`src/sv/spof_pkg.sv`:
```
package spof_pkg;

  localparam int MAX_LEN = 32;
  localparam int ADDR_W  = $clog2(MAX_LEN);
  localparam int LEN_W   = $clog2(MAX_LEN + 1);

  // fixed field widths
  localparam int OPC_W   = 2;
  localparam int CHAR_W  = 8;
  localparam int START_W = 5;
  localparam int SLEN_W  = 6;
  localparam int IN_W    = 16;
  localparam int OUT_W   = 16;

  typedef enum logic [1:0] {
    OP_APPEND_FIRST  = 2'd0,
    OP_APPEND_SECOND = 2'd1,
    OP_EVALUATE      = 2'd2,
    OP_CLEAR         = 2'd3
  } opcode_t;

  typedef enum logic [2:0] {
    ST_IDLE,
    ST_READ,
    ST_CMP,
    ST_PUSH,
    ST_FIN
  } state_t;

endpackage

```
`src/sv/suffix_prefix_overlap_finder_core.sv`:
```
// channel | dir | tdata (low bit up)                        | tuser      | tlast
// s       | in  | opcode[1:0], char_byte[9:2], zero pad      | -          | -
// m       | out | suffix_start[4:0], suffix_length[10:5], pad | none_found | last_result
//
// appends and clear are taken without leaving idle; the block is ready again on the next edge.
// evaluate walks candidate starts from the longest suffix that fits the second string;
// each character compare goes through the shared byte comparator
// (registered store read, then compare).
// rst is synchronous and clears both lengths; the stores need no clearing.
// a held result on m stalls the scan only when the next result needs the slot.
module suffix_prefix_overlap_finder_core (
  input  logic                        clk,
  input  logic                        rst,
  input  logic                        s_tvalid,
  output logic                        s_tready,
  input  logic [spof_pkg::IN_W-1:0]   s_tdata,   // opcode, char_byte
  output logic                        m_tvalid,
  input  logic                        m_tready,
  output logic [spof_pkg::OUT_W-1:0]  m_tdata,   // suffix_start, suffix_length
  output logic                        m_tuser,   // none_found
  output logic                        m_tlast    // last_result
);

  spof_pkg::state_t state, state_next;

  logic [spof_pkg::CHAR_W-1:0] first_mem  [spof_pkg::MAX_LEN];
  logic [spof_pkg::CHAR_W-1:0] second_mem [spof_pkg::MAX_LEN];

  logic [spof_pkg::LEN_W-1:0]  flen, slen;
  logic [spof_pkg::LEN_W-1:0]  start, k;
  logic [spof_pkg::ADDR_W-1:0] pend_start;
  logic                        have_pend;
  logic [spof_pkg::CHAR_W-1:0] fdat, sdat;

  logic [spof_pkg::OPC_W-1:0]  opcode;
  logic [spof_pkg::CHAR_W-1:0] char_byte;
  logic                        accept, out_free, load_out, out_last, out_none;
  logic                        start_last, suffix_done, byte_eq;
  logic [spof_pkg::LEN_W-1:0]  rd_addr, start_first, pend_len;

  assign opcode    = s_tdata[spof_pkg::OPC_W-1:0];
  assign char_byte = s_tdata[spof_pkg::OPC_W +: spof_pkg::CHAR_W];
  assign accept    = s_tvalid && s_tready;
  assign out_free  = !m_tvalid || m_tready;

  // shared compare unit
  assign byte_eq     = (fdat == sdat);
  assign rd_addr     = start + k;
  assign start_last  = (start + spof_pkg::LEN_W'(1) == flen);
  assign suffix_done = (k + spof_pkg::LEN_W'(1) == flen - start);
  // longest suffix that can fit in the second string
  assign start_first = (flen > slen) ? flen - slen : '0;
  assign pend_len    = flen - spof_pkg::LEN_W'(pend_start);

  always_comb begin
    state_next = state;
    case (state)
      spof_pkg::ST_IDLE: begin
        if (accept && opcode == spof_pkg::OP_EVALUATE) begin
          // nothing can match when either string is empty
          state_next = (flen == '0 || slen == '0) ? spof_pkg::ST_FIN : spof_pkg::ST_READ;
        end
      end
      spof_pkg::ST_READ: state_next = spof_pkg::ST_CMP;
      spof_pkg::ST_CMP: begin
        if (!byte_eq) begin
          state_next = start_last ? spof_pkg::ST_FIN : spof_pkg::ST_READ;
        end else if (suffix_done) begin
          state_next = spof_pkg::ST_PUSH;
        end else begin
          state_next = spof_pkg::ST_READ;
        end
      end
      spof_pkg::ST_PUSH: begin
        if (!have_pend || out_free) begin
          state_next = start_last ? spof_pkg::ST_FIN : spof_pkg::ST_READ;
        end
      end
      spof_pkg::ST_FIN: begin
        if (out_free) begin
          state_next = spof_pkg::ST_IDLE;
        end
      end
      default: state_next = spof_pkg::ST_IDLE;
    endcase
  end

  always_comb begin
    s_tready = 1'b0;
    load_out = 1'b0;
    out_last = 1'b0;
    out_none = 1'b0;
    case (state)
      spof_pkg::ST_IDLE: s_tready = 1'b1;
      spof_pkg::ST_PUSH: load_out = have_pend && out_free;
      spof_pkg::ST_FIN: begin
        load_out = out_free;
        out_last = 1'b1;
        out_none = !have_pend;
      end
      default: begin
        s_tready = 1'b0;
      end
    endcase
  end

  always_ff @(posedge clk) begin
    if (rst) begin
      state <= spof_pkg::ST_IDLE;
    end else begin
      state <= state_next;
    end
  end

  // character stores: one write and one registered read each
  always_ff @(posedge clk) begin
    if (accept && opcode == spof_pkg::OP_APPEND_FIRST &&
        flen < spof_pkg::LEN_W'(spof_pkg::MAX_LEN)) begin
      first_mem[flen[spof_pkg::ADDR_W-1:0]] <= char_byte;
    end
    if (accept && opcode == spof_pkg::OP_APPEND_SECOND &&
        slen < spof_pkg::LEN_W'(spof_pkg::MAX_LEN)) begin
      second_mem[slen[spof_pkg::ADDR_W-1:0]] <= char_byte;
    end
    if (state == spof_pkg::ST_READ) begin
      fdat <= first_mem[rd_addr[spof_pkg::ADDR_W-1:0]];
      sdat <= second_mem[k[spof_pkg::ADDR_W-1:0]];
    end
  end

  always_ff @(posedge clk) begin
    if (rst) begin
      flen <= '0;
      slen <= '0;
    end else if (accept) begin
      case (opcode)
        spof_pkg::OP_APPEND_FIRST: begin
          if (flen < spof_pkg::LEN_W'(spof_pkg::MAX_LEN)) flen <= flen + spof_pkg::LEN_W'(1);
        end
        spof_pkg::OP_APPEND_SECOND: begin
          if (slen < spof_pkg::LEN_W'(spof_pkg::MAX_LEN)) slen <= slen + spof_pkg::LEN_W'(1);
        end
        spof_pkg::OP_CLEAR: begin
          flen <= '0;
          slen <= '0;
        end
        default: begin
          flen <= flen;
        end
      endcase
    end
  end

  // scan counters and the held match
  always_ff @(posedge clk) begin
    if (rst) begin
      have_pend <= 1'b0;
    end else begin
      case (state)
        spof_pkg::ST_IDLE: begin
          if (accept && opcode == spof_pkg::OP_EVALUATE) begin
            start     <= start_first;
            k         <= '0;
            have_pend <= 1'b0;
          end
        end
        spof_pkg::ST_CMP: begin
          if (!byte_eq) begin
            start <= start + spof_pkg::LEN_W'(1);
            k     <= '0;
          end else if (!suffix_done) begin
            k <= k + spof_pkg::LEN_W'(1);
          end
        end
        spof_pkg::ST_PUSH: begin
          if (!have_pend || out_free) begin
            pend_start <= start[spof_pkg::ADDR_W-1:0];
            have_pend  <= 1'b1;
            start      <= start + spof_pkg::LEN_W'(1);
            k          <= '0;
          end
        end
        default: begin
          k <= k;
        end
      endcase
    end
  end

  // output register
  always_ff @(posedge clk) begin
    if (rst) begin
      m_tvalid <= 1'b0;
    end else if (load_out) begin
      m_tvalid <= 1'b1;
    end else if (m_tready) begin
      m_tvalid <= 1'b0;
    end
  end

  always_ff @(posedge clk) begin
    if (load_out) begin
      if (out_none) begin
        m_tdata <= '0;
      end else begin
        m_tdata <= {{(spof_pkg::OUT_W - spof_pkg::START_W - spof_pkg::SLEN_W){1'b0}},
                    spof_pkg::SLEN_W'(pend_len), spof_pkg::START_W'(pend_start)};
      end
      m_tuser <= out_none;
      m_tlast <= out_last;
    end
  end

endmodule

```
`config.mk`:
```
export PLATFORM = sky130hd
export DESIGN_NAME = suffix_prefix_overlap_finder_core
export DESIGN_NICKNAME = d
export VERILOG_FILES = /design/src/sv/spof_pkg.sv /design/src/sv/suffix_prefix_overlap_finder_core.sv
export SDC_FILE = /design/constraint.sdc
export NUM_CORES = 1
export LEC_CHECK = 0
export BUFFER_PORTS_ARGS = -buffer_cell sky130_fd_sc_hd__buf_2
export CAP_MARGIN = 20
export CORE_MARGIN = 2
export CORE_UTILIZATION = 45
export DETAILED_ROUTE_END_ITERATION = 6
export PLACE_DENSITY = 0.65
export SYNTH_ARGS = -nofsm -noshare
export SYNTH_HDL_FRONTEND = slang
export SYNTH_SLANG_ARGS = --single-unit
export TNS_END_PERCENT = 1
```
`constraint.sdc`:
```
create_clock -name clk -period 3.4 [get_ports clk]
set_input_delay 0.17 -clock clk [delete_from_list [all_inputs] [get_ports clk]]
set_output_delay 0.17 -clock clk [all_outputs]
set_load 0.02 [all_outputs]
```
==> impl_metrics.py, run 1 <==
metrics = {
    "outcome": {
        "outcome": "complete, no violations",
    },
    "clock_network": {
        "htreeDepth": 2,
        "clock-root-buffer": "clkbuf_16",
        "clkSlewWorstSetupHoldPaths_ns": 0.06,
        "postCtsSetupBuffers": 0,
        "cts_tree": "built",
        "cts_inserted_buffers": 56,
        "clk_path_buf_depth": 3,
        "cts.sinks": 575,
        "clkLatencyLatePin_ns": 0.61,
    },
    "placed_design": {
        "numPortBuffers": 28,
        "dpl_cell_area_mm2": 0.02486,
        "hpwl_um": 29040,
        "place_congestion": 0.7800,
        "dp_worst_setup_slack_ns": 0.4048,
    },
    "setup_path": {
        "startpoint_type": "flip-flop",
        "path_buf_inv": 1,
        "crit_chain": "ha_4 > fa_2 > buf_12 > mux4_2 > mux4_2 > mux2_2",
        "crit_start": "start[0]",
        "r2r_start": "start[0]",
        "crit_arrival_ns": 3.38,
        "path_class": "reg2reg",
        "critical-path-max-stage-delay_ns": 0.59,
        "end_kind": "flip-flop",
        "path_common_cell": "mux4_2",
        "required_ns": 3.75,
        "cp_top_family": "multiplexers",
        "reg2reg_depth": 6,
        "r2r_slack_ns": 0.37,
        "crit_slowest_cell": "fa_2",
        "reg2reg_to": "fdat[2]",
        "crit_fanout": 35,
    },
    "yosys": {
        "async_reset_ff_share_pct": 0,
        "synth_edf_count": 558,
        "synthCells": 1161,
        "seq_area_frac_synth_pct": 73.10,
        "yosys.area_share.simple_pct": 3.740,
        "synth_flop_cell": "edfxtp_1",
        "yosysUniqueCellTypes": 55,
        "synth_warnings": 0,
        "synth.area.mux_share_pct": 16.26,
        "synth-compound-area-share_pct": 1.798,
        "synth_area_leaders": "edfxtp_1 (72%), mux4_2 (15%), nor2_1 (1.7%)",
        "syn_area_mm2": 0.02339,
        "avgSynthCellArea_um2": 20.14,
        "synth-xor-area-share_pct": 1.610,
        "ys_ff_latch": 575,
        "yosys.area.top_type_share_pct": 71.65,
        "synth_area_leader_cell": "edfxtp_1",
        "yosys.area_share.adder_pct": 1.947,
        "synth_top_family_by_area": "multiplexers",
    },
    "power": {
        "combPwrFrac_pct": 3.2,
        "p_seq_share_pct": 52.9,
        "p_switching_mw": 2.864,
        "p_int_mw": 11.86,
        "power_per_cell_area_mw_per_mm2": 545.1,
        "pwr-share-clk_pct": 43.9,
        "power.leakage_nw": 8.750,
        "p_sw_share_pct": 19.45,
        "total_power_mw": 14.73,
        "ir_worst_vdd_uv": 360.9,
    },
    "hold_path": {
        "hold_depth": 1,
        "hp-class": "in2reg",
        "hold_end": "second_mem[20][7]",
        "worstHoldStart": "s_tdata[9]",
    },
    "sta": {
        "grt_setup_unrepaired": "false",
        "maxSlewHeadroom_pct": 37.30,
        "fin_setup_tns_ns": 0,
        "finalSetupViolations": 0,
        "worstMarginPinSlew_ns": 0.9370,
        "drv_slew": 0,
        "finalHoldViolations": 0,
        "period_needed_ns": 3.028,
        "fmax_mhz": 330.2,
        "fin_skew_ns": 0.02946,
        "setup_slack_ns": 0.3717,
        "period_share_pct": 89.07,
    },
    "floorplan": {
        "dieArea_mm2": 0.05381,
        "die_x_um": 232.0,
        "core_mm2": 0.05130,
        "die_y_um": 232.0,
        "io_pins": 40,
        "initial_core_util_pct": 45.59,
        "rows": 83,
    },
    "grt": {
        "antenna_found_initial": 0,
        "grt_max_degree": 69,
        "grt_use_total_pct": 18.14,
        "grt-ovfl-total": 0,
        "grt_pass1_vias": 11440,
        "grt_pass1_wl_um": 71860,
    },
    "routing": {
        "via_per_inst": 5.552,
        "vias": 11250,
        "wl_per_cell_um": 23.52,
        "dr.first_iter.drc_count": 1056,
        "drtAntennaViolNets": 0,
        "drt-total-wl_um": 47660,
        "drc": 0,
        "first_pass_iters": 7,
    },
    "flow_run": {
        "timing.max_cap.violations": 0,
    },
    "cells_and_area": {
        "fillCellCount": 3956,
        "nets": 1354,
        "fin_area_mm2": 0.02701,
        "final_cell_mix": "edfxtp_1 (558), mux4_2 (160), nor2_1 (106)",
        "layout_commonest_cell": "edfxtp_1",
        "antennaDiodeCount": 0,
        "area_delta_synth_final_pct": 15.52,
        "drive_gt1_share_pct": 28.68,
    },
}
metal layers:
metal	vias up	track usage [%]	routed length [um]
met2	353	28.22	22560
met3	63	3.377	3238
met5	-	0	0
li1	4986	-	-
met4	0	5.489	1117
met1	5847	26.28	20740
how the worst max path moves through the flow:
stage / slack (ns) / to / cells past startpoint
2_1_floorplan: 0.29 / fdat[0] / 7
3_3_place_gp: 0.40 / fdat[7] / 6
3_5_place_dp: 0.40 / fdat[7] / 6
4_1_cts: 0.37 / fdat[7] / 6
5_1_grt: 0.29 / fdat[7] / 6
6_report: 0.37 / fdat[2] / 6
sequential cells by signal (all words and copies together), names as in the netlist:
| name | count |
|---|---|
| fdat | 8 |
| first_mem | 256 |
| flen | 6 |
| have_pend | 1 |
| k | 6 |
| m_tdata | 11 |
| m_tlast | 1 |
| m_tuser | 1 |
| m_tvalid | 1 |
| pend_start | 5 |
| sdat | 8 |
| second_mem | 256 |
| slen | 6 |
| start | 6 |
| state | 3 |
cell families (layout without fill, tap and decap cells):
| kind of cell | count (synthesis) | count (layout) |
|---|---|---|
| adders and majority gates | 34 | 34 |
| other | 1 | 5 |
| buffers and inverters | 77 | 258 |
| AOI/OAI and AO/OA | 63 | 63 |
| DFF | 575 | 575 |
| muxes | 178 | 178 |
| and+or+nand+nor | 190 | 190 |
| xor gates and xnor gates | 43 | 43 |
area by class of cell:
class / count / area [um^2] / area share [%]
clock buffers: 77 / 1520 / 5.627
clock inverters: 27 / 406.6 / 1.505
inverters: 28 / 105.1 / 0.3891
multi-input cells: 513 / 5979 / 22.13
flip-flops and latches: 575 / 17100 / 63.29
well taps: 680 / 850.8 / 3.149
repair buffers: 126 / 1056 / 3.909
synthesized netlist by cell type, types with 3 or more instances:
cell and number:
a21o_1 8, a21oi_1 16, a31oi_1 3, and3_1 3, buf_1 5, buf_2 11, buf_4 6, buf_6 4
clkbuf_1 23, dfxtp_1 17, edfxtp_1 558, fa_1 4, ha_1 30, inv_1 28, mux2_2 16, mux4_2 160
nand2_1 23, nand2b_1 4, nand3_1 12, nand3b_1 3, nand4_1 4, nor2_1 106, nor2b_1 9, nor3_1 10
o21a_1 4, o21ai_0 10, or3_1 3, xnor2_1 25, xor2_1 18
power groups by stage:
stage	registers, mW	logic, mW	clock network, mW
finish	7.79	0.474	6.46
global route	7.78	0.516	6.87
detailed placement	7.94	0.452	0
global placement	7.94	0.438	0
CTS	7.79	0.457	6.61
floorplan	7.94	0.257	0
metrics by stage:
step | utilization (%) | instances | hold slack (ns)
after global routing | 52.66 | 2026 | 0.01639
after detailed placement | 48.45 | 1907 | 0.4889
after CTS | 52.29 | 2015 | 0.004314
after global placement | 48.45 | 1907 | 0.4820
final | 52.66 | 2026 | 0.01139
after floorplan | - | 1165 | 0.2689
timing repair:
action / 4_1_cts / 5_1_grt
hold buffers: 4 / 3
endpoints found under the hold margin: 7 / 26
resized for setup: 0 / 0
No activity file was read; power rests on OpenSTA's default activity.
==> run 2: changes to the inputs <==
--- a/config.mk
+++ b/config.mk
@@ -10,6 +10,7 @@
 export CORE_MARGIN = 2
 export CORE_UTILIZATION = 45
 export DETAILED_ROUTE_END_ITERATION = 6
+export MAX_ROUTING_LAYER = met4
 export PLACE_DENSITY = 0.65
 export SYNTH_ARGS = -nofsm -noshare
 export SYNTH_HDL_FRONTEND = slang
==> run 2 against run 1 <==
Compared with the run above: final area unchanged; total power about the same; combinational power about the same; clock-buffer cell count unchanged; sequential cell count unchanged; sequential power about the same; global-route usage increased by 0.55 points; clock skew increased by 0.0010 ns; non-clock buffer count unchanged.
==> impl_metrics.py, run 2 (synthesis gave the netlist of run 1 again) <==
metrics = {
    "outcome": {
        "outcome": "complete, no violations",
    },
    "grt": {
        "grt_pass1_wl_um": 71800,
        "grt_pass1_vias": 11450,
        "grt-ovfl-total": 0,
        "grt_use_total_pct": 18.69,
        "grt_max_degree": 69,
        "antenna_found_initial": 0,
    },
    "clock_network": {
        "htreeDepth": 2,
        "clock-root-buffer": "clkbuf_16",
        "cts.sinks": 575,
        "clkSlewWorstSetupHoldPaths_ns": 0.06,
        "clkLatencyLatePin_ns": 0.61,
        "cts_tree": "built",
        "cts_inserted_buffers": 56,
        "cts-resized-gates": 0,
        "clk_path_buf_depth": 3,
    },
    "placed_design": {
        "dpl_cell_area_mm2": 0.02486,
        "place_congestion": 0.7908,
        "hpwl_um": 29040,
        "numPortBuffers": 28,
    },
    "power": {
        "power.leakage_nw": 8.750,
        "ir_worst_vdd_uv": 363.5,
        "power_per_cell_area_mw_per_mm2": 545.4,
    },
    "setup_path": {
        "crit_arrival_ns": 3.37,
        "r2r_start": "start[0]",
        "startpoint_type": "flip-flop",
        "path_buf_inv": 1,
        "reg2reg_to": "fdat[7]",
        "path_common_cell": "mux4_2",
        "r2r_slack_ns": 0.37,
        "end_kind": "flip-flop",
        "crit_slowest_cell": "fa_2",
        "crit_chain": "ha_4 > fa_2 > buf_12 > mux4_2 > mux4_2 > mux2_2",
        "critical-path-max-stage-delay_ns": 0.59,
        "required_ns": 3.74,
        "reg2reg_depth": 6,
        "path_class": "reg2reg",
        "crit_fanout": 35,
        "cp_top_family": "multiplexers",
    },
    "cells_and_area": {
        "final_cell_mix": "edfxtp_1 (558), mux4_2 (160), nor2_1 (106)",
        "nets": 1354,
        "antennaDiodeCount": 0,
        "drive_gt1_share_pct": 28.68,
        "multiInputGateArea_mm2": 0.005979,
        "area_delta_synth_final_pct": 15.52,
        "fin_area_mm2": 0.02701,
        "seqCellArea_mm2": 0.01710,
        "layout_commonest_cell": "edfxtp_1",
        "fillCellCount": 3957,
    },
    "hold_path": {
        "worstHoldStart": "s_tdata[4]",
        "hold_depth": 1,
        "hp-class": "in2reg",
        "hold_end": "second_mem[20][2]",
    },
    "floorplan": {
        "core_mm2": 0.05130,
        "initial_core_util_pct": 45.59,
        "io_pins": 40,
        "rows": 83,
        "die_y_um": 232.0,
        "die_x_um": 232.0,
        "dieArea_mm2": 0.05381,
    },
    "sta": {
        "grt_setup_unrepaired": "false",
        "hold-worst-slack_ns": 0.004954,
        "period_needed_ns": 3.027,
        "fin_skew_ns": 0.03047,
        "fin_setup_tns_ns": 0,
        "finalHoldViolations": 0,
        "maxSlewHeadroom_pct": 37.34,
        "fmax_mhz": 330.4,
        "drv_slew": 0,
        "finalSetupViolations": 0,
        "period_share_pct": 89.02,
        "worstMarginPinSlew_ns": 0.9364,
    },
    "routing": {
        "drtAntennaViolNets": 0,
        "drt-total-wl_um": 47710,
        "wl_per_cell_um": 23.55,
        "via_per_inst": 5.552,
        "dr.first_iter.drc_count": 1062,
        "first_pass_iters": 5,
        "vias": 11250,
        "drc": 0,
    },
    "flow_run": {
        "timing.max_cap.violations": 0,
    },
}
==> run 2: power breakdown <==
part	total (mW)	internal, mW	switching, mW
Combinational	0.476	0.196	0.280
Sequential	7.79	7.78	0.00923
Clock	6.47	3.89	2.58
==> run 2: repair_timing <==
item / CTS / global route
setup buffers: 0 / 0
hold buffers: 4 / 3
endpoints found under the hold margin: 7 / 26
==> run 2: area by class of cell <==
cell class / instances / share of cell area, %
Timing Repair Buffer: 126 / 3.909
Tap cell: 680 / 3.149
Clock inverter: 27 / 1.505
Multi-Input combinational cell: 513 / 22.13
Clock buffer: 77 / 5.627
Sequential cell: 575 / 63.29
Inverter: 28 / 0.3891
==> run 2: stage by stage <==
stage          std cells  util, %  setup WS (ns)  total power [mW]
2_1_floorplan       1165        -         0.2885             8.200
3_3_place_gp        1907    48.45         0.4040             8.382
3_5_place_dp        1907    48.45         0.4048             8.397
4_1_cts             2015    52.29         0.3736             14.86
5_1_grt             2026    52.66         0.2913             15.17
6_report            2026    52.66         0.3735             14.73
==> run 2: routing by layer <==
layer | share of wire (%) | track usage, % | up-vias
met2 | 47 | 28.26 | 375
met4 | 2.3 | 5.489 | 0
li1 | - | - | 4983
met1 | 43 | 26.25 | 5828
met3 | 7.0 | 3.352 | 63
met5 | 0 | - | -
==> run 2: worst reg2reg max path, delay by kind of cell (launching register included) <==
kind	cells	cell delay, ns
adder cells (fa/ha/maj)	2	0.82
buffers and inverters	1	0.25
flip-flops	1	0.52
multiplexers	3	1.17
==> run 2: worst max path at each step <==
| stage | start | to | slack (ns) | depth (start not counted) |
|---|---|---|---|---|
| floorplan | start[0] | fdat[0] | 0.29 | 7 |
| global placement | start[0] | fdat[7] | 0.40 | 6 |
| detailed placement | start[0] | fdat[7] | 0.40 | 6 |
| CTS | start[0] | fdat[7] | 0.37 | 6 |
| global route | start[0] | fdat[4] | 0.29 | 6 |
| finish | start[0] | fdat[7] | 0.37 | 6 |
==> run 3: changes to the inputs <==
--- a/config.mk
+++ b/config.mk
@@ -8,10 +8,11 @@
 export BUFFER_PORTS_ARGS = -buffer_cell sky130_fd_sc_hd__buf_2
 export CAP_MARGIN = 20
 export CORE_MARGIN = 2
-export CORE_UTILIZATION = 45
+export CORE_UTILIZATION = 30
 export DETAILED_ROUTE_END_ITERATION = 6
 export MAX_ROUTING_LAYER = met4
-export PLACE_DENSITY = 0.65
+export PLACE_DENSITY = 0.49
+export SLEW_MARGIN = 20
 export SYNTH_ARGS = -nofsm -noshare
 export SYNTH_HDL_FRONTEND = slang
 export SYNTH_SLANG_ARGS = --single-unit
==> run 3 against run 2 <==
Compared with the run above: cell count grew 18%; global-route usage shrank 5.2 points; sequential power is essentially flat; final area grew 1.9%; combinational power is essentially flat; non-clock buffer count is the same; highest routed layer unchanged; critical path type unchanged; fmax shrank 1.2%; setup slack lost 0.035 ns; routed wire length grew 11%; clock power grew 7.7%; critical endpoint is now fdat[0].
==> impl_metrics.py, run 3 (synthesis gave the netlist of run 1 again) <==
metrics = {
    "outcome": {
        "outcome": "complete, no violations",
    },
    "setup_path": {
        "crit_arrival_ns": 3.44,
        "end_kind": "flip-flop",
        "startpoint_type": "flip-flop",
        "path_class": "reg2reg",
        "reg2reg_depth": 6,
        "reg2reg_to": "fdat[0]",
        "crit_fanout": 32,
        "r2r_start": "start[0]",
        "r2r_slack_ns": 0.34,
        "required_ns": 3.78,
    },
    "routing": {
        "first_pass_iters": 5,
        "drt-total-wl_um": 52770,
        "dr.first_iter.drc_count": 919,
        "vias": 11320,
        "drtAntennaViolNets": 0,
        "via_per_inst": 4.730,
        "wl_per_cell_um": 22.04,
        "drc": 0,
    },
    "cells_and_area": {
        "final_cell_mix": "edfxtp_1 (558), mux4_2 (160), nor2_1 (106)",
        "nets": 1356,
        "drive_gt1_share_pct": 29.88,
        "multiInputGateArea_mm2": 0.005979,
        "layout_commonest_cell": "edfxtp_1",
        "seqCellArea_mm2": 0.01710,
        "final_cells": 2394,
        "area_delta_synth_final_pct": 17.75,
        "fillCellCount": 7211,
    },
    "floorplan": {
        "rows": 102,
        "initial_core_util_pct": 30.24,
        "io_pins": 40,
        "core_mm2": 0.07734,
        "die_y_um": 283.2,
        "die_x_um": 283.2,
        "dieArea_mm2": 0.08020,
    },
    "grt": {
        "grt_pass1_wl_um": 77600,
        "grt-ovfl-total": 0,
        "grt_use_total_pct": 13.49,
        "grt_max_degree": 69,
        "antenna_found_initial": 1,
        "grt_pass1_vias": 11560,
    },
    "sta": {
        "drv_slew": 0,
        "period_share_pct": 90.05,
        "finalSetupViolations": 0,
        "worstMarginPinSlew_ns": 0.9846,
        "fmax_mhz": 326.6,
        "finalHoldViolations": 0,
        "fin_setup_tns_ns": 0,
        "maxSlewHeadroom_pct": 34.36,
        "period_needed_ns": 3.062,
        "fin_skew_ns": 0.02360,
        "grt_setup_unrepaired": "false",
    },
    "placed_design": {
        "place_congestion": 0.8249,
        "hpwl_um": 33150,
        "numPortBuffers": 28,
        "place_inst": 2278,
    },
    "hold_path": {
        "hold_end": "slen[5]",
        "hp-class": "in2reg",
        "worstHoldStart": "s_tvalid",
        "hold_depth": 4,
    },
    "clock_network": {
        "clkSlewWorstSetupHoldPaths_ns": 0.06,
        "clock-root-buffer": "clkbuf_16",
        "holdBufCountCts": 4,
        "htreeDepth": 2,
        "postCtsSetupBuffers": 0,
        "cts-resized-gates": 0,
        "cts_inserted_buffers": 58,
        "cts.sinks": 575,
        "cts_tree": "built",
        "clk_path_buf_depth": 3,
        "clkLatencyLatePin_ns": 0.62,
    },
    "flow_run": {
        "timing.max_cap.violations": 0,
    },
    "power": {
        "power.leakage_nw": 8.813,
        "power_per_cell_area_mw_per_mm2": 553.3,
        "ir_worst_vdd_uv": 435.3,
    },
}
-- run 3: critical path, cell delays in order (launching register included) --
cell      delay [ns]
edfxtp_1        0.54
ha_4            0.24
fa_2            0.62
buf_12          0.24
mux4_2          0.38
mux4_2          0.51
mux2_2          0.28
-- run 3: report_power, final --
| part | total, mW | leakage (nW) | internal [mW] | switching [mW] |
|---|---|---|---|---|
| clock | 6.97 | 1.02 | 4.24 | 2.73 |
| sequential | 7.79 | 5.16 | 7.78 | 0.00950 |
| combinational | 0.475 | 2.63 | 0.182 | 0.293 |
| total | 15.2 | 8.81 | 12.2 | 3.03 |
-- run 3: how the worst max path moves through the flow --
stage	from	to	slack, ns	depth (start not counted)
after floorplan	start[0]	fdat[0]	0.29	7
after global placement	start[0]	fdat[0]	0.32	6
after detailed placement	start[0]	fdat[6]	0.32	6
after CTS	start[0]	fdat[0]	0.33	6
after global routing	start[0]	fdat[0]	0.25	6
final	start[0]	fdat[0]	0.34	6
-- run 3: area by class of cell --
cell class / instances / area share [%]
flip-flops and latches: 575 / 62.08
multi-input cells: 513 / 21.71
clock buffers: 65 / 5.443
well taps: 1040 / 4.725
repair buffers: 126 / 3.453
clock inverters: 45 / 2.181
inverters: 28 / 0.3817
diodes: 2 / 0.01817
-- run 3: layer usage --
metal / up-vias / global-route usage [%] / routed length (um)
li1: 5005 / - / -
met1: 5975 / 18.47 / 23800
met2: 266 / 21.00 / 25140
met3: 77 / 2.182 / 2753
met4: 0 / 3.492 / 1071
met5: - / - / 0
-- run 3: stage by stage --
| step | total power [mW] | worst slack [ns] | area (um^2) | hold slack [ns] | util (%) |
|---|---|---|---|---|---|
| 2_1_floorplan | 8.200 | 0.2885 | 23400 | 0.2689 | - |
| 3_3_place_gp | 8.414 | 0.3213 | 25390 | 0.4801 | 32.83 |
| 3_5_place_dp | 8.423 | 0.3209 | 25390 | 0.4837 | 32.83 |
| 4_1_cts | 15.43 | 0.3293 | 27530 | 0.03652 | 35.60 |
| 5_1_grt | 15.72 | 0.2467 | 27540 | 0.07673 | 35.60 |
| 6_report | 15.24 | 0.3382 | 27540 | 0.09020 | 35.61 |
